`src/rpf_pkg.sv`:
```
// rpf_pkg: shared types, constants and helpers of the region peak finder
`default_nettype none
package rpf_pkg;

	// region size limit and field widths
	localparam int MAX_DIM    = 4096;
	localparam int INT_BITS   = 8;
	localparam int POS_W      = 12;
	localparam int DIM_W      = 13;
	localparam int OFF_W      = DIM_W + 1;
	localparam int SQ_W       = 24;
	localparam int DIST_W     = SQ_W + 1;
	localparam int CFG_IDX_W  = 8;
	localparam int CFG_DATA_W = 13;
	localparam int Q_DEPTH    = 4;
	localparam int Q_PTR_W    = $clog2(Q_DEPTH);
	localparam int Q_CNT_W    = Q_PTR_W + 1;

	// configuration register indexes
	localparam logic [CFG_IDX_W-1:0] REG_LEFT   = CFG_IDX_W'(0);
	localparam logic [CFG_IDX_W-1:0] REG_TOP    = CFG_IDX_W'(1);
	localparam logic [CFG_IDX_W-1:0] REG_WIDTH  = CFG_IDX_W'(2);
	localparam logic [CFG_IDX_W-1:0] REG_HEIGHT = CFG_IDX_W'(3);

	// classified pixel handed from front to back
	typedef struct packed {
		logic [INT_BITS-1:0]    red;
		logic [DIM_W-1:0]       x;
		logic [DIM_W-1:0]       y;
		logic signed [OFF_W-1:0] dx;
		logic signed [OFF_W-1:0] dy;
		logic                   first;
		logic                   last;
	} item_t;

	// queue status
	typedef struct packed {
		logic full;
		logic empty;
	} q_status_t;

	// zero counts as one, oversize saturates
	function automatic logic [DIM_W-1:0] eff_dim(input logic [DIM_W-1:0] v);
		logic [DIM_W-1:0] r;
		if (v == '0) begin
			r = DIM_W'(1);
		end else if (v > DIM_W'(MAX_DIM)) begin
			r = DIM_W'(MAX_DIM);
		end else begin
			r = v;
		end
		return r;
	endfunction

endpackage
`default_nettype wire

```
`src/rpf_if.sv`:
```
// rpf_if: handshake channels of the region peak finder
`default_nettype none
interface rpf_pixel_if;
	logic                         valid;
	logic                         ready;
	logic [rpf_pkg::INT_BITS-1:0] pixel_red;
	modport source (output valid, output pixel_red, input ready);
	modport sink (input valid, input pixel_red, output ready);
endinterface

interface rpf_peak_if;
	logic                      valid;
	logic                      ready;
	logic [rpf_pkg::DIM_W-1:0] peak_x;
	logic [rpf_pkg::DIM_W-1:0] peak_y;
	modport source (output valid, output peak_x, output peak_y, input ready);
	modport sink (input valid, input peak_x, input peak_y, output ready);
endinterface

interface rpf_cfg_if;
	logic                           valid;
	logic                           ready;
	logic [rpf_pkg::CFG_IDX_W-1:0]  index;
	logic [rpf_pkg::CFG_DATA_W-1:0] data;
	modport source (output valid, output index, output data, input ready);
	modport sink (input valid, input index, input data, output ready);
endinterface
`default_nettype wire

```
`src/rpf_front.sv`:
```
// rpf_front: region registers, raster counters and pixel classification
`default_nettype none
module rpf_front (
	input  wire logic               clk,
	input  wire logic               arst_n,
	rpf_cfg_if.sink                 cfg,
	rpf_pixel_if.sink               pixel,
	input  wire rpf_pkg::q_status_t q_st,
	output rpf_pkg::item_t          item,
	output logic                    push
);

	logic [rpf_pkg::POS_W-1:0] left_q;
	logic [rpf_pkg::POS_W-1:0] top_q;
	logic [rpf_pkg::DIM_W-1:0] width_q;
	logic [rpf_pkg::DIM_W-1:0] height_q;
	logic [rpf_pkg::DIM_W-1:0] col_q;
	logic [rpf_pkg::DIM_W-1:0] row_q;
	logic [rpf_pkg::DIM_W-1:0] eff_w;
	logic [rpf_pkg::DIM_W-1:0] eff_h;
	logic                      cfg_hit;
	logic                      accept;
	logic                      last_col;
	logic                      last_row;

	// configuration is always taken
	assign cfg.ready = 1'b1;
	assign cfg_hit   = cfg.valid && (cfg.index == rpf_pkg::REG_LEFT ||
		cfg.index == rpf_pkg::REG_TOP || cfg.index == rpf_pkg::REG_WIDTH ||
		cfg.index == rpf_pkg::REG_HEIGHT);

	always_ff @(posedge clk or negedge arst_n) begin
		if (!arst_n) begin
			left_q   <= '0;
			top_q    <= '0;
			width_q  <= rpf_pkg::DIM_W'(1);
			height_q <= rpf_pkg::DIM_W'(1);
		end else if (cfg.valid) begin
			unique case (cfg.index)
				rpf_pkg::REG_LEFT:   left_q   <= cfg.data[rpf_pkg::POS_W-1:0];
				rpf_pkg::REG_TOP:    top_q    <= cfg.data[rpf_pkg::POS_W-1:0];
				rpf_pkg::REG_WIDTH:  width_q  <= cfg.data;
				rpf_pkg::REG_HEIGHT: height_q <= cfg.data;
				default: ;
			endcase
		end
	end

	// classify the incoming pixel
	assign eff_w        = rpf_pkg::eff_dim(width_q);
	assign eff_h        = rpf_pkg::eff_dim(height_q);
	assign pixel.ready  = !q_st.full;
	assign accept       = pixel.valid && !q_st.full;
	assign push         = accept;
	assign last_col     = ({1'b0, col_q} + rpf_pkg::OFF_W'(1)) >= {1'b0, eff_w};
	assign last_row     = ({1'b0, row_q} + rpf_pkg::OFF_W'(1)) >= {1'b0, eff_h};

	always_comb begin
		item.red   = pixel.pixel_red;
		item.x     = {1'b0, left_q} + col_q;
		item.y     = {1'b0, top_q} + row_q;
		item.dx    = signed'({1'b0, col_q}) - signed'({2'b00, eff_w[rpf_pkg::DIM_W-1:1]});
		item.dy    = signed'({1'b0, row_q}) - signed'({2'b00, eff_h[rpf_pkg::DIM_W-1:1]});
		item.first = (col_q == '0) && (row_q == '0);
		item.last  = last_col && last_row;
	end

	// raster counters, cleared by a region register write or the region's end
	always_ff @(posedge clk or negedge arst_n) begin
		if (!arst_n) begin
			col_q <= '0;
			row_q <= '0;
		end else if (cfg_hit) begin
			col_q <= '0;
			row_q <= '0;
		end else if (accept) begin
			priority if (last_col && last_row) begin
				col_q <= '0;
				row_q <= '0;
			end else if (last_col) begin
				col_q <= '0;
				row_q <= row_q + rpf_pkg::DIM_W'(1);
			end else begin
				col_q <= col_q + rpf_pkg::DIM_W'(1);
			end
		end
	end

endmodule
`default_nettype wire

```
`src/rpf_fifo.sv`:
```
// rpf_fifo: short queue of classified pixels between front and back
`default_nettype none
module rpf_fifo (
	input  wire logic             clk,
	input  wire logic             arst_n,
	input  wire logic             push,
	input  wire rpf_pkg::item_t   wr_item,
	input  wire logic             pop,
	output rpf_pkg::item_t        head,
	output rpf_pkg::q_status_t    q_st
);

	rpf_pkg::item_t                mem_q [rpf_pkg::Q_DEPTH];
	logic [rpf_pkg::Q_PTR_W-1:0]   wr_ptr_q;
	logic [rpf_pkg::Q_PTR_W-1:0]   rd_ptr_q;
	logic [rpf_pkg::Q_CNT_W-1:0]   count_q;

	// storage
	always_ff @(posedge clk) begin
		if (push) begin
			mem_q[wr_ptr_q] <= wr_item;
		end
	end

	assign head       = mem_q[rd_ptr_q];
	assign q_st.full  = count_q == rpf_pkg::Q_CNT_W'(rpf_pkg::Q_DEPTH);
	assign q_st.empty = count_q == '0;

	// pointers and fill count
	always_ff @(posedge clk or negedge arst_n) begin
		if (!arst_n) begin
			wr_ptr_q <= '0;
			rd_ptr_q <= '0;
			count_q  <= '0;
		end else begin
			if (push) begin
				wr_ptr_q <= wr_ptr_q + rpf_pkg::Q_PTR_W'(1);
			end
			if (pop) begin
				rd_ptr_q <= rd_ptr_q + rpf_pkg::Q_PTR_W'(1);
			end
			if (push && !pop) begin
				count_q <= count_q + rpf_pkg::Q_CNT_W'(1);
			end else if (pop && !push) begin
				count_q <= count_q - rpf_pkg::Q_CNT_W'(1);
			end
		end
	end

endmodule
`default_nettype wire

```
`src/rpf_back.sv`:
```
// rpf_back: distance squaring, peak compare and result word register
`default_nettype none
module rpf_back (
	input  wire logic               clk,
	input  wire logic               arst_n,
	input  wire rpf_pkg::item_t     head,
	input  wire rpf_pkg::q_status_t q_st,
	output logic                    pop,
	rpf_peak_if.source              peak
);

	logic                           valid_s1;
	logic [rpf_pkg::INT_BITS-1:0]   red_s1;
	logic [rpf_pkg::DIM_W-1:0]      x_s1;
	logic [rpf_pkg::DIM_W-1:0]      y_s1;
	logic                           first_s1;
	logic                           last_s1;
	logic [rpf_pkg::SQ_W-1:0]       sqx_s1;
	logic [rpf_pkg::SQ_W-1:0]       sqy_s1;
	logic signed [2*rpf_pkg::OFF_W-1:0] prod_x;
	logic signed [2*rpf_pkg::OFF_W-1:0] prod_y;
	logic [rpf_pkg::INT_BITS-1:0]   best_red_q;
	logic [rpf_pkg::DIM_W-1:0]      best_x_q;
	logic [rpf_pkg::DIM_W-1:0]      best_y_q;
	logic [rpf_pkg::DIST_W-1:0]     best_dist_q;
	logic [rpf_pkg::DIST_W-1:0]     cur_dist;
	logic                           take;
	logic                           commit;
	logic                           out_valid_q;
	logic [rpf_pkg::DIM_W-1:0]      out_x_q;
	logic [rpf_pkg::DIM_W-1:0]      out_y_q;

	// squared offsets of the queue head
	assign prod_x = head.dx * head.dx;
	assign prod_y = head.dy * head.dy;

	// a final pixel waits while the result word is still unread
	assign commit = valid_s1 && !(last_s1 && out_valid_q && !peak.ready);
	assign pop    = !q_st.empty && (!valid_s1 || commit);

	always_ff @(posedge clk or negedge arst_n) begin
		if (!arst_n) begin
			valid_s1 <= 1'b0;
		end else if (!valid_s1 || commit) begin
			valid_s1 <= !q_st.empty;
		end
	end

	always_ff @(posedge clk) begin
		if (pop) begin
			red_s1   <= head.red;
			x_s1     <= head.x;
			y_s1     <= head.y;
			first_s1 <= head.first;
			last_s1  <= head.last;
			sqx_s1   <= prod_x[rpf_pkg::SQ_W-1:0];
			sqy_s1   <= prod_y[rpf_pkg::SQ_W-1:0];
		end
	end

	// compare against the best pixel so far; the region's first pixel always loads
	assign cur_dist = {1'b0, sqx_s1} + {1'b0, sqy_s1};
	assign take = first_s1 || (red_s1 > best_red_q) ||
		(red_s1 == best_red_q && cur_dist < best_dist_q);

	always_ff @(posedge clk or negedge arst_n) begin
		if (!arst_n) begin
			best_red_q  <= '0;
			best_x_q    <= '0;
			best_y_q    <= '0;
			best_dist_q <= '0;
		end else if (commit && take) begin
			best_red_q  <= red_s1;
			best_x_q    <= x_s1;
			best_y_q    <= y_s1;
			best_dist_q <= cur_dist;
		end
	end

	// result word register
	always_ff @(posedge clk or negedge arst_n) begin
		if (!arst_n) begin
			out_valid_q <= 1'b0;
		end else if (commit && last_s1) begin
			out_valid_q <= 1'b1;
		end else if (peak.ready) begin
			out_valid_q <= 1'b0;
		end
	end

	always_ff @(posedge clk) begin
		if (commit && last_s1) begin
			out_x_q <= take ? x_s1 : best_x_q;
			out_y_q <= take ? y_s1 : best_y_q;
		end
	end

	assign peak.valid  = out_valid_q;
	assign peak.peak_x = out_x_q;
	assign peak.peak_y = out_y_q;

endmodule
`default_nettype wire

```
`src/region_peak_finder_top.sv`:
```
// region_peak_finder_top: top level of the region peak finder
//
// Peak search over a configured rectangular region. One pixel word is
// accepted per clock while the queue is not full; the front counts column
// and row and hands each pixel into a four-entry queue, the back squares the
// offsets to the region centre in one stage and updates the running peak in
// the next. The peak word is registered in an output register; only while
// that register is still unread and another final pixel reaches the compare
// stage does the back hold, and the front keeps accepting until the queue
// fills. Writing any of the four region registers restarts the search;
// write them only while no pixel is in flight.
`default_nettype none
module region_peak_finder_top (
	input  wire logic   clk,
	input  wire logic   arst_n,
	rpf_cfg_if.sink     cfg,
	rpf_pixel_if.sink   pixel,
	rpf_peak_if.source  peak
);

	rpf_pkg::item_t     fr_item;
	rpf_pkg::item_t     q_head;
	rpf_pkg::q_status_t q_st;
	logic               q_push;
	logic               q_pop;

	rpf_front u_front (
		.clk    (clk),
		.arst_n (arst_n),
		.cfg    (cfg),
		.pixel  (pixel),
		.q_st   (q_st),
		.item   (fr_item),
		.push   (q_push)
	);

	rpf_fifo u_fifo (
		.clk     (clk),
		.arst_n  (arst_n),
		.push    (q_push),
		.wr_item (fr_item),
		.pop     (q_pop),
		.head    (q_head),
		.q_st    (q_st)
	);

	rpf_back u_back (
		.clk    (clk),
		.arst_n (arst_n),
		.head   (q_head),
		.q_st   (q_st),
		.pop    (q_pop),
		.peak   (peak)
	);

`ifndef SYNTH
	// queue cannot be full and empty at once
	a_q_status: assert property (@(posedge clk) disable iff (!arst_n)
		!(q_st.full && q_st.empty))
		else $error("queue full and empty together");

	// back never pops an empty queue
	a_pop_nonempty: assert property (@(posedge clk) disable iff (!arst_n)
		q_pop |-> !q_st.empty)
		else $error("pop from empty queue");

	// a full queue stays full until the back pops
	a_full_holds: assert property (@(posedge clk) disable iff (!arst_n)
		q_st.full && !q_pop |=> q_st.full)
		else $error("full queue drained without pop");
`endif

endmodule
`default_nettype wire

```
`src/flat_wrapper.sv`:
```
// flat-port wrapper written by rule: the top's interface ports become plain ports
module region_peak_finder_top_flat 
  (clk, arst_n, cfg_valid, cfg_index, cfg_data, cfg_ready, pixel_valid, pixel_pixel_red, pixel_ready, peak_valid, peak_peak_x, peak_peak_y, peak_ready);
  rpf_cfg_if cfg_i ();
  rpf_pixel_if pixel_i ();
  rpf_peak_if peak_i ();
  input  wire logic clk;
  input  wire logic arst_n;
  input wire logic [$bits(cfg_i.valid)-1:0] cfg_valid;
  input wire logic [$bits(cfg_i.index)-1:0] cfg_index;
  input wire logic [$bits(cfg_i.data)-1:0] cfg_data;
  output wire logic [$bits(cfg_i.ready)-1:0] cfg_ready;
  input wire logic [$bits(pixel_i.valid)-1:0] pixel_valid;
  input wire logic [$bits(pixel_i.pixel_red)-1:0] pixel_pixel_red;
  output wire logic [$bits(pixel_i.ready)-1:0] pixel_ready;
  output wire logic [$bits(peak_i.valid)-1:0] peak_valid;
  output wire logic [$bits(peak_i.peak_x)-1:0] peak_peak_x;
  output wire logic [$bits(peak_i.peak_y)-1:0] peak_peak_y;
  input wire logic [$bits(peak_i.ready)-1:0] peak_ready;
  assign cfg_i.valid = cfg_valid;
  assign cfg_i.index = cfg_index;
  assign cfg_i.data = cfg_data;
  assign cfg_ready = cfg_i.ready;
  assign pixel_i.valid = pixel_valid;
  assign pixel_i.pixel_red = pixel_pixel_red;
  assign pixel_ready = pixel_i.ready;
  assign peak_valid = peak_i.valid;
  assign peak_peak_x = peak_i.peak_x;
  assign peak_peak_y = peak_i.peak_y;
  assign peak_i.ready = peak_ready;
  region_peak_finder_top u_core (.clk(clk), .arst_n(arst_n), .cfg(cfg_i), .pixel(pixel_i), .peak(peak_i));
endmodule
```
`config.mk`:
```
export PLATFORM = sky130hd
export DESIGN_NAME = region_peak_finder_top_flat
export DESIGN_NICKNAME = d
export VERILOG_FILES = /design/src/rpf_pkg.sv /design/src/rpf_if.sv /design/src/rpf_front.sv /design/src/rpf_fifo.sv /design/src/rpf_back.sv /design/src/region_peak_finder_top.sv /design/src/flat_wrapper.sv
export SDC_FILE = /design/constraint.sdc
export NUM_CORES = 1
export LEC_CHECK = 0
export BUFFER_PORTS_ARGS = -buffer_cell sky130_fd_sc_hd__buf_2
export CAP_MARGIN = 10
export CORE_ASPECT_RATIO = 0.7
export CORE_MARGIN = 3
export CORE_UTILIZATION = 55
export DETAILED_ROUTE_END_ITERATION = 10
export PLACE_DENSITY = 0.71
export SLEW_MARGIN = 20
export SYNTH_ARGS = -nofsm -noshare
export SYNTH_HDL_FRONTEND = slang
export SYNTH_HIERARCHICAL = 1
export SYNTH_SLANG_ARGS = --single-unit
```
`constraint.sdc`:
```
create_clock -name clk -period 8.2 [get_ports clk]
set_clock_uncertainty 0.15 [all_clocks]
set_input_delay 0.82 -clock clk [delete_from_list [all_inputs] [get_ports clk]]
set_output_delay 0.82 -clock clk [all_outputs]
set_load 0.05 [all_outputs]
```
==> impl_results.md <==
- Top cell types by occurrence after synthesis: 519 x sky130_fd_sc_hd__inv_1, 364 x sky130_fd_sc_hd__edfxtp_1, 299 x sky130_fd_sc_hd__fa_1, 260 x sky130_fd_sc_hd__ha_1, 178 x sky130_fd_sc_hd__nand2_1
- Crit path max fanout: 27
- Floorplan die area: slightly below 70000 um2
- Portion of the post-synthesis area used by sequential elements: between 40 and 50%
- CTS clock-pin slew for the worst setup and hold paths: around 0.07 ns
- Remaining design rule violation count: 0
- Largest family of logic cells by synthesized area: adder cells
- Wirelength, routed: between 70 and 80 mm
- Hold Vio Cnt, Final: 0
- Y dimension of the die: roughly 220 um
- EDFF count, synth: ~360
- Synth top area cells: sky130_fd_sc_hd__edfxtp_1 31%, sky130_fd_sc_hd__fa_1 17%, sky130_fd_sc_hd__dfrtp_1 10%
- Detailed-route wire length per cell: 20.4 um
- Max-slew headroom at the worst pin: 21.6%
- Synth Area in Compound Gates: 6.21%
- Effective utilization at floorplan: 55.9%
- CTS sink count: 508
- Site Rows: 77
- Residual antenna-violating net count after detailed routing: 0
- Max frequency: 133 MHz
- Synthesized instance count: 2901
- Drt pass-1 iters: 7
- Total inserted antenna cells: 0
- Utilization after layout: about three fifths
- Main synth FF type: sky130_fd_sc_hd__edfxtp_1
- Horiz. Die Dim: a little over 300 um
- Share of the clock period used by the worst path after layout: 92.0%
- Number of warnings reported in the yosys synthesis log: 6
- Run status: completed
- First-pass GRT wire length: about 130 mm
- Worst min-delay path category: primary input to asynchronous set/reset pin
- Maximum capacitance violations: 0
- H-Tree Level Count: 2
- Syn nets: ~3500
- Cell type with the highest occurrence count on the critical path: sky130_fd_sc_hd__fa_1
- Count of vias placed by the detailed router: ~22000
- Top-area cell type share of the netlist area: around 31%
- Average size of a mapped cell: 12.3 um2
- Most frequent cell after synthesis: sky130_fd_sc_hd__inv_1
- Simple-gate share of the synthesized area: 7.77%
- Final setup viols: 0
- Area of the placeable core: around 64000 um2
- Adder and majority gate portion of the synthesized area: between 20 and 30%
- Category of the critical setup timing path: flip-flop to flip-flop
- Share of the synthesized netlist area taken by xor and xnor gates: 3.84%
- Cts bufs inserted: 49
- Vias in the first global route: 22800
- Cts repair resizes: 0
- Max stage delay on crit path: around 0.73 ns
- Slew @ Worst Pin: 1.16 ns
- RSZ-0062 raised after global routing: false
- Family with the most delay on the worst path: adder cells
- Sum of overflow across all layers after global routing: 0
- Total routing resource utilization after global routing: roughly a quarter
- Clock tree from TritonCTS: built
- Buf/Inv on CP: 6
- Number of hold buffers added after CTS: 0
- Number of storage elements in the synthesis netlist: 508
- Initial antenna violation count: 0
- Number of buffers on the longest clock path: 3
- Count of distinct cell types in the synthesized netlist: 90
- Minimum clock period after layout: between 7 and 8 ns
- Cell accounting for the most synthesized area: sky130_fd_sc_hd__edfxtp_1
- Standard cell with the maximum stage delay on the critical path: sky130_fd_sc_hd__mux4_2
- Multiplexer area fraction after synthesis: ~8.5%
- Fraction of layout instances using a drive strength above 1: 13.3%
- Area of the mapped netlist: approximately 36000 um2
- Kind of end point of the critical path: flip-flop
- Number of nets at the end of the flow: about 3500
- Setup slack on the worst flop-to-flop path: around 0.66 ns
- Data required time at the worst endpoint: between 8 and 9 ns
- Number of top-level pins: 63
- Buffers added on ports: between 60 and 70
- Setup repair bufs after CTS: 0
- Final estimated routing congestion in global placement: between 0.9 and 1
- Number of inserted filler cells in the final layout: slightly below 5000
- Setup total negative slack: 0 ns
- Final number of max-transition violations: 0
- Violation count after the first detailed-routing iteration: between 1500 and 2000
- Clock latency on the worst-skew pair: 0.61 ns
- Share of async-settable or async-resettable flops after synthesis: between 20% and 30%
- Pin count of the biggest net entering global routing: 93
- Endpoint arrival time on the critical path: about 7.7 ns
- Root Driver: sky130_fd_sc_hd__clkbuf_16
- Crit start category: flip-flop
- Post-detailed-route via-to-cell ratio: between 5 and 6
- Cells traversed along the worst timing path: buf_12 > mux4_2 > nand2_1 > inv_1 > fa_1 > inv_1 > fa_1 > inv_1 > fa_1 > fa_1 > fa_1 > inv_1 > fa_1 > inv_1 > ha_1 > a21o_1 > a21o_1 > a21oi_1 > o31ai_1 > o21ai_0 > o211ai_1 > a21oi_1 > xnor2_1
- Post-detailed-placement half-perimeter wirelength: between 50 and 60 mm
- Area Growth Syn to Fin: 7.78%
[flip-flops by register name, indices dropped and copies added (netlist names), 13 cells and up]
signal,cells
u_core/u_back/sqx_s1,23
u_core/u_fifo/mem_q,256
u_core/u_back/best_dist_q,25
u_core/u_back/y_s1,13
u_core/u_front/row_q,13
u_core/u_back/peak.peak_x,13
u_core/u_front/height_q,13
u_core/u_back/x_s1,13
u_core/u_front/col_q,13
u_core/u_front/width_q,13
u_core/u_back/best_y_q,13
u_core/u_back/best_x_q,13
u_core/u_back/peak.peak_y,13
u_core/u_back/sqy_s1,23
[per-layer routing]
metal / vias to the layer above / share of wire, % / GRT usage [%]
met2: 605 / 44 / 36.3
met5: - / 0 / 0
met3: 87 / 6.5 / 4.85
met1: 10900 / 48 / 36.4
li1: 9889 / - / -
met4: 0 / 1.4 / 4.35
[worst paths after layout]
kind,from,end,cells after the start
worst max register to register,u_core/u_fifo/rd_ptr_q[0],u_core/u_back/sqy_s1[22],23
worst min-delay path,arst_n,u_core/u_front/row_q[10],1
min in group clk,pixel_pixel_red[4],u_core/u_fifo/mem_q[2][60],1
max in group asynchronous,arst_n,u_core/u_fifo/rd_ptr_q[0],2
worst max-delay path,u_core/u_fifo/rd_ptr_q[0],u_core/u_back/sqy_s1[22],23
worst min register to register,u_core/u_back/best_y_q[0],u_core/u_back/best_y_q[0],1
[logic make-up after synthesis]
kind of cell / count (synthesis)
buf+inv: 605
fa+ha+maj: 559
simple gates: 546
flops: 508
compound gates: 321
mux: 205
xor+xnor: 156
other cells: 1
[layout make-up]
type / instances / area (um2) / share of cell area (%)
clock buffers: 66 / 1340 / 3.50
clock inverters: 26 / 333 / 0.869
inverters: 519 / 1950 / 5.09
multi-input cells: 1788 / 18600 / 48.6
flip-flops and latches: 508 / 14500 / 38.0
well taps: 829 / 1040 / 2.71
repair buffers: 76 / 469 / 1.22
[metrics by stage]
stage	instance area (um2)	worst slack [ns]	cells	hold slack, ns
final	38300	0.656	3812	0.123
after CTS	38300	0.650	3811	0.184
after floorplan	35500	1.27	2901	0.304
after detailed placement	36600	0.666	3719	0.324
after global routing	38300	0.312	3812	0.196
after global placement	36600	0.802	3719	0.315
[worst reg2reg max path: stages (launching register included)]
cell,delay (ns)
sky130_fd_sc_hd__dfrtp_4,0.62
sky130_fd_sc_hd__buf_12,0.28
sky130_fd_sc_hd__mux4_2,0.75
sky130_fd_sc_hd__nand2_1,0.19
sky130_fd_sc_hd__inv_1,0.08
sky130_fd_sc_hd__fa_1,0.55
sky130_fd_sc_hd__inv_1,0.06
sky130_fd_sc_hd__fa_1,0.54
sky130_fd_sc_hd__inv_1,0.06
sky130_fd_sc_hd__fa_1,0.51
sky130_fd_sc_hd__fa_1,0.44
sky130_fd_sc_hd__fa_1,0.55
sky130_fd_sc_hd__inv_1,0.06
sky130_fd_sc_hd__fa_1,0.50
sky130_fd_sc_hd__inv_1,0.04
sky130_fd_sc_hd__ha_1,0.36
sky130_fd_sc_hd__a21o_1,0.21
sky130_fd_sc_hd__a21o_1,0.20
sky130_fd_sc_hd__a21oi_1,0.16
sky130_fd_sc_hd__o31ai_1,0.12
sky130_fd_sc_hd__o21ai_0,0.38
sky130_fd_sc_hd__o211ai_1,0.17
sky130_fd_sc_hd__a21oi_1,0.22
sky130_fd_sc_hd__xnor2_1,0.09
[placed cells by master (no fill, tap or decap), types with 25 or more instances in the layout]
cell type                   synthesis  layout
sky130_fd_sc_hd__a21o_1            36      36
sky130_fd_sc_hd__a21oi_1           87      87
sky130_fd_sc_hd__and2_1            75      71
sky130_fd_sc_hd__buf_2             20      60
sky130_fd_sc_hd__clkbuf_16          0      49
sky130_fd_sc_hd__dfrtp_1          142     140
sky130_fd_sc_hd__edfxtp_1         364     364
sky130_fd_sc_hd__fa_1             299     299
sky130_fd_sc_hd__ha_1             260     260
sky130_fd_sc_hd__inv_1            519     519
sky130_fd_sc_hd__mux2_2           130     130
sky130_fd_sc_hd__mux4_2            64      64
sky130_fd_sc_hd__nand2_1          178     178
sky130_fd_sc_hd__nand3_1           34      34
sky130_fd_sc_hd__nor2_1            96      94
sky130_fd_sc_hd__nor2b_1           27      27
sky130_fd_sc_hd__nor3_1            31      31
sky130_fd_sc_hd__o21a_1            25      25
sky130_fd_sc_hd__o21ai_0           56      56
sky130_fd_sc_hd__xnor2_1          112     112
sky130_fd_sc_hd__xor2_1            44      44
Power is left out: the tool's default activity adds up to more than one toggle a clock period on the data nets, which glitch-free logic cannot reach.
